## src/rtl/crcwf_pkg.sv

```systemverilog
`default_nettype none
// ----------------------------------------------------------------------------
// crcwf_pkg
// shared types and constants for the crc16 word framer
// ----------------------------------------------------------------------------
package crcwf_pkg;

    localparam int unsigned BYTE_W = 8;
    localparam int unsigned WORD_W = 16;
    localparam int unsigned CRC_W  = 16;
    localparam int unsigned CFG_ADDR_W = 1;

    // reflected crc-16 polynomial, kermit form
    localparam logic [CRC_W-1:0] CRC_POLY = 16'h8408;

    // configuration register indexes
    localparam logic [CFG_ADDR_W-1:0] CFG_START_BYTE = 1'b0;
    localparam logic [CFG_ADDR_W-1:0] CFG_END_BYTE   = 1'b1;

    // request to the crc unit
    typedef struct packed {
        logic              clear;
        logic              update;
        logic [BYTE_W-1:0] data;
    } crc_ctl_t;

endpackage

`default_nettype wire

```

## src/rtl/crcwf_crc.sv

```systemverilog
`default_nettype none
// ----------------------------------------------------------------------------
// crcwf_crc
// running reflected crc-16, one byte folded in per cycle while update is asserted
// ----------------------------------------------------------------------------
module crcwf_crc (
    input  wire logic                           aclk,
    input  wire logic                           aresetn,
    input  wire crcwf_pkg::crc_ctl_t            ctl,
    output logic [crcwf_pkg::CRC_W-1:0]         crc
);

    logic [crcwf_pkg::CRC_W-1:0] crc_reg;
    logic [crcwf_pkg::CRC_W-1:0] crc_next;
    logic [crcwf_pkg::CRC_W-1:0] fold;

    // eight shift steps of the bitwise reflected update
    always_comb begin
        fold = crc_reg ^ {{(crcwf_pkg::CRC_W - crcwf_pkg::BYTE_W){1'b0}}, ctl.data};
        for (int k = 0; k < crcwf_pkg::BYTE_W; k++) begin
            if (fold[0]) begin
                fold = (fold >> 1) ^ crcwf_pkg::CRC_POLY;
            end else begin
                fold = fold >> 1;
            end
        end
    end

    always_comb begin
        if (ctl.clear) begin
            crc_next = '0;
        end else if (ctl.update) begin
            crc_next = fold;
        end else begin
            crc_next = crc_reg;
        end
    end

    always_ff @(posedge aclk) begin
        if (!aresetn) begin
            crc_reg <= '0;
        end else begin
            crc_reg <= crc_next;
        end
    end

    assign crc = crc_reg;

endmodule

`default_nettype wire

```

## src/rtl/crc16_word_framer_top.sv

```systemverilog
`default_nettype none
// ----------------------------------------------------------------------------
// crc16_word_framer_top
// frames signed 16-bit words into a byte stream closed by a crc-16 (kermit)
// ----------------------------------------------------------------------------
// a request's first byte goes from the held request regs into the output register
// throughput: one byte per cycle while the receiver stays ready; a plain word gives 2 bytes,
//   plus 1 for a start byte and 3 for the crc and end bytes
// the next request is taken in the cycle its predecessor's final byte enters the output register
// reset: synchronous active-low aresetn clears control, crc and config regs
// ----------------------------------------------------------------------------
module crc16_word_framer_top (
    input  wire logic                                aclk,
    input  wire logic                                aresetn,
    // configuration write port
    input  wire logic                                cfg_we,
    input  wire logic [crcwf_pkg::CFG_ADDR_W-1:0]    cfg_addr,
    input  wire logic [crcwf_pkg::BYTE_W-1:0]        cfg_wdata,
    // input word stream
    input  wire logic                                s_tvalid,
    output logic                                     s_tready,
    input  wire logic [crcwf_pkg::WORD_W-1:0]        s_tdata,   // [15:0] data_word
    input  wire logic                                s_tuser,   // [0] first_word
    input  wire logic                                s_tlast,   // last_word
    // output byte stream
    output logic                                     m_tvalid,
    input  wire logic                                m_tready,
    output logic [crcwf_pkg::BYTE_W-1:0]             m_tdata,   // [7:0] out_byte
    output logic                                     m_tlast    // end_of_frame
);

    // byte position within the bytes caused by one request
    typedef enum logic [2:0] {
        STEP_START,
        STEP_LO,
        STEP_HI,
        STEP_CRC_LO,
        STEP_CRC_HI,
        STEP_END
    } step_t;

    // configuration registers
    logic [crcwf_pkg::BYTE_W-1:0] start_byte_reg;
    logic [crcwf_pkg::BYTE_W-1:0] end_byte_reg;

    // held request
    logic [crcwf_pkg::WORD_W-1:0] word_reg;
    logic                         last_reg;
    logic                         busy_reg;
    step_t                        step_reg;

    // output register
    logic                         m_tvalid_reg;
    logic [crcwf_pkg::BYTE_W-1:0] m_tdata_reg;
    logic                         m_tlast_reg;

    logic                         advance;
    logic                         final_byte;
    logic [crcwf_pkg::BYTE_W-1:0] cur_byte;
    logic                         accept;
    logic [crcwf_pkg::CRC_W-1:0]  crc;
    crcwf_pkg::crc_ctl_t          crc_ctl;

    // config writes, taken at any time
    always_ff @(posedge aclk) begin
        if (!aresetn) begin
            start_byte_reg <= '0;
            end_byte_reg   <= '0;
        end else if (cfg_we) begin
            case (cfg_addr)
                crcwf_pkg::CFG_START_BYTE: start_byte_reg <= cfg_wdata;
                crcwf_pkg::CFG_END_BYTE:   end_byte_reg   <= cfg_wdata;
                default: ;
            endcase
        end
    end

    // a byte moves into the output register when it is empty or draining
    assign advance    = busy_reg && (!m_tvalid_reg || m_tready);
    assign final_byte = last_reg ? (step_reg == STEP_END) : (step_reg == STEP_HI);
    assign s_tready   = !busy_reg || (advance && final_byte);
    assign accept     = s_tvalid && s_tready;

    // byte for the current step
    always_comb begin
        case (step_reg)
            STEP_START:  cur_byte = start_byte_reg;
            STEP_LO:     cur_byte = word_reg[crcwf_pkg::BYTE_W-1:0];
            STEP_HI:     cur_byte = word_reg[crcwf_pkg::WORD_W-1:crcwf_pkg::BYTE_W];
            STEP_CRC_LO: cur_byte = crc[crcwf_pkg::BYTE_W-1:0];
            STEP_CRC_HI: cur_byte = crc[crcwf_pkg::CRC_W-1:crcwf_pkg::BYTE_W];
            STEP_END:    cur_byte = end_byte_reg;
            default:     cur_byte = '0;
        endcase
    end

    // crc restarts on the start byte and after the end byte
    always_comb begin
        crc_ctl.clear  = advance && (step_reg == STEP_START || step_reg == STEP_END);
        crc_ctl.update = advance && (step_reg == STEP_LO || step_reg == STEP_HI);
        crc_ctl.data   = cur_byte;
    end

    crcwf_crc u_crc (
        .aclk    (aclk),
        .aresetn (aresetn),
        .ctl     (crc_ctl),
        .crc     (crc)
    );

    // request sequencer
    always_ff @(posedge aclk) begin
        if (!aresetn) begin
            busy_reg <= 1'b0;
            step_reg <= STEP_LO;
            last_reg <= 1'b0;
        end else if (accept) begin
            busy_reg <= 1'b1;
            last_reg <= s_tlast;
            step_reg <= s_tuser ? STEP_START : STEP_LO;
        end else if (advance) begin
            if (final_byte) begin
                busy_reg <= 1'b0;
            end else begin
                case (step_reg)
                    STEP_START:  step_reg <= STEP_LO;
                    STEP_LO:     step_reg <= STEP_HI;
                    STEP_HI:     step_reg <= STEP_CRC_LO;
                    STEP_CRC_LO: step_reg <= STEP_CRC_HI;
                    STEP_CRC_HI: step_reg <= STEP_END;
                    default:     step_reg <= STEP_LO;
                endcase
            end
        end
    end

    // payload of the held request
    always_ff @(posedge aclk) begin
        if (accept) begin
            word_reg <= s_tdata;
        end
    end

    // output register
    always_ff @(posedge aclk) begin
        if (!aresetn) begin
            m_tvalid_reg <= 1'b0;
        end else if (advance) begin
            m_tvalid_reg <= 1'b1;
        end else if (m_tready) begin
            m_tvalid_reg <= 1'b0;
        end
    end

    always_ff @(posedge aclk) begin
        if (advance) begin
            m_tdata_reg <= cur_byte;
            m_tlast_reg <= (step_reg == STEP_END);
        end
    end

    assign m_tvalid = m_tvalid_reg;
    assign m_tdata  = m_tdata_reg;
    assign m_tlast  = m_tlast_reg;

endmodule

`default_nettype wire

```

## config.mk

```make
export PLATFORM = sky130hd
export DESIGN_NAME = crc16_word_framer_top
export DESIGN_NICKNAME = d
export VERILOG_FILES = /design/src/rtl/crcwf_pkg.sv /design/src/rtl/crcwf_crc.sv /design/src/rtl/crc16_word_framer_top.sv
export SDC_FILE = /design/constraint.sdc
export NUM_CORES = 1
export LEC_CHECK = 0
export BUFFER_PORTS_ARGS = -buffer_cell sky130_fd_sc_hd__buf_2
export CORE_AREA = 4 4 82 84
export DETAILED_ROUTE_END_ITERATION = 7
export DIE_AREA = 0 0 86 88
export HOLD_SLACK_MARGIN = 0.02
export PLACE_DENSITY = 0.75
export SLEW_MARGIN = 20
export SYNTH_ARGS = -nofsm -noshare
export SYNTH_HDL_FRONTEND = slang
export SYNTH_SLANG_ARGS = --single-unit
export TNS_END_PERCENT = 1
```

## constraint.sdc

```tcl
create_clock -name aclk -period 3.8 [get_ports aclk]
set_input_delay 0.76 -clock aclk [delete_from_list [all_inputs] [get_ports aclk]]
set_output_delay 0.76 -clock aclk [all_outputs]
set_load 0.01 [all_outputs]
```

# After elaboration in Yosys (flattened, before gate mapping)

Cells that the tools add are included.

Memory bits (writable): 0
Bits in read-only memories: 0
Bits in latches: 0
Register bits after elaboration: 63
Memories: 0

Mux-type cells: 20
Equal/unequal tests: 6
Bitwise operators: 11
Multipliers: 0
$lt $le $gt $ge: 0
Div/mod/pow operators: 0
$add $sub $neg: 0
Shift-type cells: 0
Reductions and logical operators: 20

Operator list:

| cell                                                                    | count |
|---|---|
| 16-bit 2-to-1 mux                                                       | 8 |
| 8-bit case mux with 6 select lines                                      | 1 |
| 2-bit inverter with 3-bit output                                        | 8 |
| 16-bit by 8-bit XOR with 16-bit output                                  | 1 |
| 3-bit case mux with 4 select lines                                      | 1 |
| 3-bit 2-to-1 mux                                                        | 3 |
| 2-bit AND reduction                                                     | 4 |
| 1-bit 2-to-1 mux                                                        | 7 |
| 3-bit by 2-bit == test with 1-bit output, second input constant         | 2 |
| 3-bit == test, second input constant                                    | 2 |
| 2-bit nonzero test                                                      | 3 |
| 1-bit logical AND                                                       | 5 |
| 1-bit logical OR                                                        | 4 |
| 3-bit by 1-bit == test with 1-bit output, second input constant         | 1 |
| 3-bit zero test                                                         | 1 |
| 1-bit zero test                                                         | 2 |
| 2-bit by 1-bit inequality test with 1-bit output, second input constant | 1 |
| 1-bit inverter                                                          | 2 |
| 2-bit OR reduction                                                      | 1 |

# Logic depth before layout (Yosys ltp)

Word-level depth: 19
Depth in mapped cells: 9

# By module

From an unflattened synthesis, not the netlist that was laid out.

Cells, all modules: 280
Area total of the unflattened synthesis: 3105.5 um2

Modules (own cells, without submodules):

| module                | seq. area each (um2) | cells an instance | instances | area an instance (um2) |
|---|---|---|---|---|
| crc16_word_framer_top | 1191.1               | 199               | 1         | 2134.5 |
| crcwf_crc             | 320.3                | 81                | 1         | 970.9 |

# Worst setup path after synthesis

No wires, ideal clock.

Path kind: register -> register
From: register step_reg[1]
To: register word_reg[0] in the netlist's numbering (enable)
Setup time: 0.364 ns
Data arrival time: 2.046 ns
Path buffers: 3
Slack: 1.390 ns
Stages on the path, launching flop included: 9
Path through: dfxtp_1 -> buf_4 -> buf_6 -> buf_2 -> nor4b_1 -> a31oi_1 -> o21ai_0 -> nand2_1 -> inv_1

Cells in the longest elaborated chain, start to end: 5
Elaborated cells on any way between the ends: 6

RTL lines:

| what                                                                      | RTL line                     | text |
|---|---|---|
| start, declared                                                           | crc16_word_framer_top.sv:50  | `step_t step_reg;` |
| start signal, assigned                                                    | crc16_word_framer_top.sv:120 | `step_reg <= s_tuser ? STEP_START : STEP_LO;` |
| 3-bit by 2-bit == test with 1-bit output or 3-bit == test (tied branches) | crc16_word_framer_top.sv:80  | `assign final_byte = last_reg ? (step_reg == STEP_END) : (step_reg == STEP_HI);` |
| 1-bit 2-to-1 mux *                                                        | crc16_word_framer_top.sv:80  |  |
| 1-bit logical AND *                                                       | crc16_word_framer_top.sv:81  | `assign s_tready = !busy_reg \|\| (advance && final_byte);` |
| 1-bit logical OR *                                                        | crc16_word_framer_top.sv:81  |  |
| named net s_tready                                                        | crc16_word_framer_top.sv:21  | `output logic s_tready,` |
| 1-bit logical AND *                                                       | crc16_word_framer_top.sv:82  | `assign accept = s_tvalid && s_tready;` |
| named net accept                                                          | crc16_word_framer_top.sv:60  | `logic accept;` |
| end signal, assigned                                                      | crc16_word_framer_top.sv:140 | `word_reg <= s_tdata;` |
| end, declared                                                             | crc16_word_framer_top.sv:47  | `logic [crcwf_pkg::WORD_W-1:0] word_reg;` |

The timed path passes the listed nets; every way through them passes the cells marked *.
A chain may end at the register's enable or synchronous reset.

# Final worst setup path

From: register step_reg[2]
To: output port s_tready

Cells in the longest elaborated chain, start to end: 4
Elaborated cells on any way between the ends: 5

RTL lines:

| what                                                                      | RTL line |
|---|---|
| 3-bit by 2-bit == test with 1-bit output or 3-bit == test (tied branches) | crc16_word_framer_top.sv:80 |
| 1-bit 2-to-1 mux *                                                        | crc16_word_framer_top.sv:80 |
| 1-bit logical AND *                                                       | crc16_word_framer_top.sv:81 |
| 1-bit logical OR *                                                        | crc16_word_framer_top.sv:81 |
| end, declared                                                             | crc16_word_framer_top.sv:21 |

Every way passes the cells marked *; elsewhere a longest branch is shown, timed or not.

==> flow_summary.json <==
{
  "finalHoldViolCount": 0,
  "die_h_um": 88,
  "fin_crit_ns": 3.04,
  "synthMuxAreaShare_pct": 8.38,
  "max_stage_delay_ns": 0.91,
  "max_freq_mhz": 329,
  "cts_resized": 0,
  "dp_slack_ns": 0.855,
  "rsz0062_at_grt": "no",
  "synthesis.nets": 343,
  "numCtsBuffers": 9,
  "internal_power_mw": 1.22,
  "wire_per_inst_um": 17.5,
  "dr.pass1.iters": 5,
  "drtAntennaViolNets": 0,
  "clockPowerShare_pct": 33.0,
  "fin_skew_ns": 0.0104,
  "synth_seq_area_share_pct": 47.1,
  "grt_pass1_vias": 2436,
  "ir_drop_mv": 0.305,
  "crit_start": "step_reg[2]",
  "drv_slew": 0,
  "seq_area_um2": 1510,
  "synth_enable_flop_cells": 25,
  "placed_area_um2": 3430,
  "switching_share_pct": 29.6,
  "cts_hold_buf": 0,
  "cp-start-kind": "flop",
  "synth_area_um2": 3210,
  "cp.arrival_ns": 2.28,
  "fillCellCount": 492,
  "synth-compound-area-share_pct": 16.6,
  "crit_path_end_kind": "primary output",
  "fin_ws_ns": 0.759,
  "setup_violations": 0,
  "min_period_over_period_pct": 80.0,
  "rows": 28,
  "avgSynthCellArea_um2": 10.3,
  "synth_fa_ha_area_share_pct": 0,
  "maxCapViolations": 0,
  "rr_startpoint": "step_reg[0]",
  "async_flop_share_pct": 0,
  "postCtsSetupBuffers": 0,
  "clockRootBuffer": "clkbuf_8",
  "layout.nets": 382,
  "status": "finished, final reports clean",
  "clk_path_buf_depth": 2,
  "final.setup.tns_ns": 0,
  "p_seq_share_pct": 47.2,
  "fp.dieArea_um2": 7570,
  "power_leakage_nw": 1.43,
  "power_density_nw_per_um2": 477,
  "switching_power_mw": 0.514,
  "wl_um": 7530,
  "start_util_pct": 54.2,
  "slowest_stage": "dfxtp_1",
  "chipWidth_um": 86,
  "crit_buf_inv": 1,
  "antenna_found_initial": 0,
  "stdcell_area_um2": 3630,
  "worstSetupPathType": "flop to primary output",
  "yosysWarnings": 0,
  "drive_gt1_share_pct": 22.5,
  "cts.sinks": 63,
  "power_frac_comb_pct": 19.7,
  "yosys.area.top_type_share_pct": 23.7,
  "cts_tree": "built",
  "clkLatencyLatePin_ns": 0.35,
  "path_cells": "nor2b_4, a31oi_1, o21ai_0, buf_2",
  "worst_pin_slew_ns": 1.10,
  "critical_path_required_ns": 3.04,
  "gr-total-overflow": 0,
  "grt_max_degree": 32,
  "synth_top_family_by_area": "simple AND/OR/NAND/NOR gates",
  "grt_pass1_wl_um": 12300,
  "postSynthCellCount": 311,
  "multi_input_area_um2": 1560,
  "drcViolationCount": 0,
  "place_congestion": 0.883,
  "yosys.area_share.simple_pct": 18.7,
  "yosys.area_share.xor_xnor_pct": 4.95,
  "synth_area_leaders": "dfxtp_1 (24%), edfxtp_1 (23%), mux2i_1 (5.9%), nand2_1 (3.3%), xnor3_1 (2.8%)",
  "dp_hpwl_um": 5460,
  "holdCritStartpoint": "end_byte_reg[3]",
  "crit_fanout": 26,
  "vias": 2587,
  "yosys.cell_types.count": 66,
  "grt_util_all_layers_pct": 21.7,
  "diodes": 0,
  "cts.clk_slew.worst_paths_ns": 0.07,
  "io_pins": 43,
  "htreeDepth": 3,
  "avgViaCountPerCell": 6.02,
  "yosysTopAreaCell": "dfxtp_1",
  "cp_top_family": "flip-flops",
  "min_path_cells": 2,
  "r2r_slack_ns": 0.90,
  "hp-class": "flop to flop",
  "port_buffers": 42,
  "worstRegToRegCells": 6,
  "hold_end": "end_byte_reg[3]",
  "synth-main-ff-cell": "dfxtp_1",
  "relSlewSlack_pct": 26.5,
  "core-area_um2": 5920,
  "synth-seq-cells": 63,
  "rr_endpoint": "u_crc.crc[2]",
  "area_growth_pct": 13.1,
  "drt-initial-drc-count": 180
}
==> area by class of cell <==
cell class,instances,share of cell area [%]
Multi-Input combinational cell,221,43.0
Sequential cell,63,41.6
Timing Repair Buffer,44,6.20
Clock buffer,11,4.48
Tap cell,75,2.58
Inverter,11,1.14
Clock inverter,5,0.999
==> synth_stat cells (3+ instances only) <==
master and n:
dfxtp_1 38, nand2_1 28, edfxtp_1 25, mux2i_1 19, nor2_1 19, nand3_1 16
a21oi_1 14, o21ai_0 11, inv_1 10, a211oi_1 8, nor2b_1 8, a21boi_0 7
clkbuf_1 6, o21ai_1 6, or3_1 5, xnor2_1 5, buf_2 4, nand2b_1 4
nor3_1 4, o211ai_1 4, xnor3_1 4, a31oi_1 3, and4_1 3, buf_4 3
buf_6 3
==> layer usage <==
metal  wire [um]  track usage [%]
met1        3340             28.0
met2        3530             34.2
met3         522             6.49
met4         148             9.21
met5           0                0
==> cells in the final DEF (no fill, tap or decap), types with 3 or more instances in the layout <==
master / netlist / final
a211oi_1: 8 / 8
a21boi_0: 7 / 7
a21oi_1: 14 / 14
a31oi_1: 3 / 3
and4_1: 3 / 3
buf_2: 4 / 42
clkbuf_8: 0 / 10
dfxtp_1: 38 / 37
edfxtp_1: 25 / 25
inv_1: 10 / 10
mux2i_1: 19 / 19
nand2_1: 28 / 28
nand2b_1: 4 / 4
nand3_1: 16 / 16
nor2_1: 19 / 19
nor2b_1: 8 / 8
nor3_1: 4 / 4
o211ai_1: 4 / 4
o21ai_0: 11 / 11
o21ai_1: 6 / 6
or3_1: 5 / 5
xnor2_1: 5 / 5
xnor3_1: 4 / 4
==> kinds of logic after synthesis <==
logic type,after synthesis
flops,63
buf+inv,27
simple gates,109
compound gates,77
mux,24
xor+xnor,11
==> worst register-to-register path: stages, from the launching register on <==
cell and delay (ns):
dfxtp_1 1.05, inv_1 0.34, a32oi_2 0.38, nand4_1 0.24
a211oi_1 0.42, o21ai_0 0.12, a311oi_1 0.26
==> power groups by stage <==
stage | clock network, mW | logic [mW] | registers [mW]
6_report | 0.573 | 0.342 | 0.819
5_1_grt | 0.623 | 0.374 | 0.825
2_1_floorplan | 0 | 0.273 | 0.805
3_5_place_dp | 0 | 0.338 | 0.833
3_3_place_gp | 0 | 0.329 | 0.831
4_1_cts | 0.585 | 0.340 | 0.818
==> worst max-delay path by stage <==
stage | cells past startpoint | slack [ns] | to
finish | 4 | 0.76 | s_tready
global route | 4 | 0.63 | s_tready
CTS | 4 | 0.67 | s_tready
detailed placement | 5 | 0.85 | word_reg[6]
global placement | 6 | 0.97 | u_crc.crc[2]
floorplan | 8 | 1.39 | word_reg[0]
==> metrics by stage <==
stage / std cells / hold WS [ns] / util (%) / power (mW)
finish: 430 / 0.468 / 61.3 / 1.73
global route: 430 / 0.496 / 61.3 / 1.82
CTS: 430 / 0.467 / 61.3 / 1.74
detailed placement: 414 / 0.457 / 58.0 / 1.17
global placement: 414 / 0.452 / 58.0 / 1.16
floorplan: 311 / 0.437 / - / 1.08
No activity file was read; power rests on OpenSTA's default activity.
